`config.mk`:
```
export PLATFORM = sky130hd
export DESIGN_NAME = oels_div
export DESIGN_NICKNAME = d
export VERILOG_FILES = /design/src/hw/rtl/oels_pkg.sv /design/src/hw/rtl/oels_div.sv
export SDC_FILE = /design/constraint.sdc
export NUM_CORES = 2
export LEC_CHECK = 0
export ABC_AREA = 0
export BUFFER_PORTS_ARGS = -buffer_cell sky130_fd_sc_hd__buf_2
export CAP_MARGIN = 15
export CORE_ASPECT_RATIO = 0.75
export CORE_MARGIN = 1.5
export CORE_UTILIZATION = 65
export DETAILED_ROUTE_END_ITERATION = 16
export MAX_ROUTING_LAYER = met4
export PLACE_DENSITY = 0.83
export SYNTH_ARGS = -nofsm -noshare
export SYNTH_HDL_FRONTEND = slang
export SYNTH_SLANG_ARGS = --single-unit
export TNS_END_PERCENT = 20
```
`constraint.sdc`:
```
create_clock -name clk_i -period 3.7 [get_ports clk_i]
set_input_delay 0 -clock clk_i [delete_from_list [all_inputs] [get_ports clk_i]]
set_output_delay 0 -clock clk_i [all_outputs]
set_load 0.02 [all_outputs]
```
`src/hw/rtl/oels_pkg.sv`:
```
// Package for the one-euro landmark smoother: field widths, register
// indexes, fixed-point constants and reset values.
// No dependencies.
package oels_pkg;

  localparam int unsigned MAX_POINTS_DEF = 128;

  localparam int unsigned PT_W     = 7;
  localparam int unsigned VAL_W    = 24;
  localparam int unsigned RATE_W   = 15;
  localparam int unsigned DS_W     = 32;
  localparam int unsigned CUT_W    = 24;
  localparam int unsigned CFG_W    = 16;
  localparam int unsigned CFG_IDX_W = 2;

  // Quotient bits of the smoothing factor (Q0.16)
  localparam int unsigned ALPHA_BITS = 16;

  localparam logic [CFG_IDX_W-1:0] REG_MIN_CUTOFF   = 2'd0;
  localparam logic [CFG_IDX_W-1:0] REG_SPEED_GAIN   = 2'd1;
  localparam logic [CFG_IDX_W-1:0] REG_DERIV_CUTOFF = 2'd2;

  localparam logic [CFG_W-1:0] MIN_CUTOFF_RST   = 16'd307;
  localparam logic [CFG_W-1:0] SPEED_GAIN_RST   = 16'd1311;
  localparam logic [CFG_W-1:0] DERIV_CUTOFF_RST = 16'd256;

  // round(2*pi*2^16)
  localparam logic [18:0] TWO_PI_Q16 = 19'd411775;
  // 1 Hz in Q7.8
  localparam logic [RATE_W-1:0] RATE_FLOOR = 15'd256;

  localparam logic MODE_FILTER = 1'b0;
  localparam logic MODE_CLEAR  = 1'b1;

endpackage

```
`src/hw/rtl/oels_div.sv`:
```
// Pipelined restoring divider, one quotient bit per stage, for num < den.
// Depends on oels_pkg.
module oels_div #(
  parameter int unsigned W  = 36,
  parameter int unsigned QB = oels_pkg::ALPHA_BITS
) (
  input  logic          clk_i,
  input  logic          en_i,
  input  logic [W-1:0]  num_i,
  input  logic [W-1:0]  den_i,
  output logic [QB-1:0] quo_o
);

  logic [W-1:0]  rem_q [1:QB];
  logic [W-1:0]  den_q [1:QB];
  logic [QB-1:0] quo_q [1:QB];
  logic [W-1:0]  rem_d [1:QB];
  logic [QB-1:0] quo_d [1:QB];

  // One restoring step: shift the remainder, subtract when it fits
  function automatic logic [W+QB-1:0] div_step(input logic [W-1:0]  r,
                                               input logic [W-1:0]  d,
                                               input logic [QB-1:0] q);
    logic [W:0] sh;
    sh = {r, 1'b0};
    if (sh >= {1'b0, d}) begin
      return {W'(sh - {1'b0, d}), q[QB-2:0], 1'b1};
    end
    return {W'(sh), q[QB-2:0], 1'b0};
  endfunction

  always_comb begin
    {rem_d[1], quo_d[1]} = div_step(num_i, den_i, '0);
    for (int k = 2; k <= QB; k++) begin
      {rem_d[k], quo_d[k]} = div_step(rem_q[k-1], den_q[k-1], quo_q[k-1]);
    end
  end

  always_ff @(posedge clk_i) begin
    if (en_i) begin
      rem_q[1] <= rem_d[1];
      quo_q[1] <= quo_d[1];
      den_q[1] <= den_i;
      for (int k = 2; k <= QB; k++) begin
        rem_q[k] <= rem_d[k];
        quo_q[k] <= quo_d[k];
        den_q[k] <= den_q[k-1];
      end
    end
  end

  assign quo_o = quo_q[QB];

endmodule

```
==> summary.txt <==
global route overflow = 0
hpwl dp = 165600 um
worst-skew pair later-pin latency = 770 ps
r2r worst-path depth = 13
Starting Density = 65.94%
Clock Tree Buf Depth = 3
Die Span Y = 295.0 um
status = finished with violations
Setup TNS = -513.9 ps
DIE WIDTH = 392.3 um
Detailed Route WL = 220000 um
Initial DRT Pass Iterations = 7
worst min path class = input pin to register
Cell variety after synth = 101
synth cell count leaders = edfxtp_1 (1216), inv_1 (734), a21oi_1 (645)
CP Class = register to register
antenna violations before repair = 6
EDFF count, synth = 1216
clock sink count = 1216
die area = 115700 um^2
leading area contributor after synthesis = edfxtp_1
Hold Fails Final Rpt = 0
crit end category = register
routed len/inst = 23.63 um
Avg Synthesized Cell Area = 10.47 um^2
CTS tree = yes
Main synth FF type = edfxtp_1
Hold Path Depth = 4
top-count cell post-synth = edfxtp_1
Port Buf Inserts = 89
top cell type's share of synthesized area = 49.41%
Nets = 8361
Slew Limit Fails = 0
Setup-failing EPs final = 21
asr flop ratio synth = 0%
synthesized area = 73900 um^2
Synth Area in Compound Gates = 17.81%
total chip power = 77.11 mW
Simple-Gate Fraction of Synth Area = 10.97%
Worst Path Required = 4210 ps
post-synthesis xor/xnor area fraction = 4.871%
gr usage total = 38.40%
RSZ-0062 raised after global routing = true
Root Driver = clkbuf_16
first-pass GRT wire length = 327900 um
Worst setup SP type = register
Fmax = 0.2655 GHz
htree depth = 3
Clock Skew = 50.58 ps
yosys warns = 0
antenna viol nets, final = 0
PD cells = 906.5 nW/um^2
Ports = 90
Arr. time, crit path = 4280 ps
Final period util = 101.8%
ranking of synthesized cells by area = edfxtp_1 (49%), ha_1 (9.7%), a21oi_1 (4.4%), inv_1 (3.7%), o21ai_0 (3.2%)
Period minus WS final = 3766 ps
Lkg Pwr = 35.97 nW
total CTS buffers = 118
Max Cap Viol = 0
mux share of post-synthesis cell area = 1.952%
Mapped Cells = 7060
relative slew slack = 16.08%
register area share after synthesis = 49.41%
number of global-route vias before repair = 54291
core footprint = 112100 um^2
Layout fillers = 7450
adder-cell share of the synthesized area = 10.14%
VDD IR max = 0.0005636 V
Iteration-0 DRC Markers = 8316
worst slack, placed = -364.5 ps
failing checks = negative setup slack
post-synthesis register bit count = 1216
Final GP Congestion = 1.072
net count after synthesis = 7724
# DRC = 0
largest net degree at the start of global routing = 131
worst-margin pin slew = 1246 ps
layout cells sized above 1 = 13.02%
crit-path max FO = 17
Vias/cell = 6.418
largest family of logic cells by synthesized area = compound AO/OA/AOI/OAI gates
via count = 59744
row cnt = 106
Area Overhead vs Synth = 15.11%
final worst slack = -66.43 ps
CTS clk-pin slew, worst paths = 70 ps
[final cells by class]
class,count,area (um^2),area share [%]
Sequential cell,1216,36520,42.93
Multi-Input combinational cell,4929,34410,40.45
Timing Repair Buffer,693,5712,6.715
Clock buffer,145,3054,3.590
Inverter,739,2786,3.276
Tap cell,1512,1892,2.224
Clock inverter,72,686.9,0.8075
Antenna cell,3,7.507,0.008825
[placed cells by master (no fill, tap or decap), types with 70 or more instances in the layout]
cell type | Yosys | routed
o21a_1 | 88 | 88
ha_1 | 575 | 563
edfxtp_1 | 1216 | 1216
inv_1 | 734 | 734
nor3_1 | 94 | 90
nand2_1 | 572 | 569
nor2_1 | 448 | 444
o21ai_0 | 468 | 459
buf_2 | 47 | 88
clkbuf_16 | 0 | 121
nand3_1 | 138 | 136
a21oi_1 | 645 | 633
dlygate4sd3_1 | 0 | 110
xnor2_1 | 224 | 224
nor2b_1 | 71 | 70
o21bai_1 | 77 | 77
a21o_1 | 272 | 271
mux2_2 | 82 | 82
xor2_1 | 187 | 187
buf_4 | 3 | 457
[state kept, by name, summed over array words and instances (netlist names)]
| register | flops |
|---|---|
| rem_q | 540 |
| quo_q | 136 |
| den_q | 540 |
[timing repair]
action	in CTS	in global routing
hold endpoints to repair	122	0
setup endpoints to repair	107	297
hold buffers	110	0
pin swaps	1	19
gates cloned	0	3
setup buffers	1	16
gates resized for setup	20	95
[critical path: stages, from the launching register on]
cell and delay [ps]:
edfxtp_1 500, ha_2 440, and3_1 270, nand3_1 150, buf_4 180, nor3_2 210
o211ai_1 330, o2111ai_2 230, nand2_2 130, o31ai_4 280, buf_12 220, buf_4 180
nor2_1 50, a21oi_1 310
[logic make-up after synthesis]
group / Yosys count
AO/OA/AOI/OAI: 2083
AND/OR/NAND/NOR: 1723
flip-flops: 1216
buffers and inverters: 915
adder cells (fa/ha/maj): 590
XOR/XNOR: 411
multiplexers: 122
[power by group]
group | switching, mW | total (mW) | internal, mW
sequential | 2.90 | 23.7 | 20.8
clock | 5.50 | 11.9 | 6.40
combinational | 23.9 | 41.5 | 17.6
total | 32.3 | 77.1 | 44.8
[worst paths after layout]
| check | startpoint | endpoint | slack [ps] |
|---|---|---|---|
| worst max-delay path | rem_q[0][271] | rem_q[0][300] | -70 |
| worst min-delay path | num_i[35] | rem_q[0][67] | 50 |
| worst min register to register | quo_q[0][192] | quo_q[0][209] | 420 |
| worst max register to register | rem_q[0][271] | rem_q[0][300] | -70 |
[metal layers]
metal	GRT usage [%]	vias to the layer above	part of all wire (%)
met5	-	-	0
met1	61.34	28633	45
met2	46.04	3661	37
met4	6.060	0	1.5
li1	-	27185	-
met3	13.68	265	16
[metrics by stage]
step / std cells / hold WS (ps) / util [%] / cell area, um^2
3_3_place_gp: 8959 / 193.2 / 70.90 / 79460
4_1_cts: 9287 / 3.180 / 75.32 / 84410
3_5_place_dp: 8959 / 195.3 / 70.90 / 79460
5_1_grt: 9309 / 6.573 / 75.90 / 85060
6_report: 9309 / 49.47 / 75.90 / 85060
2_1_floorplan: 7060 / 98.87 / - / 73900
(Power assumes the default switching activity.)
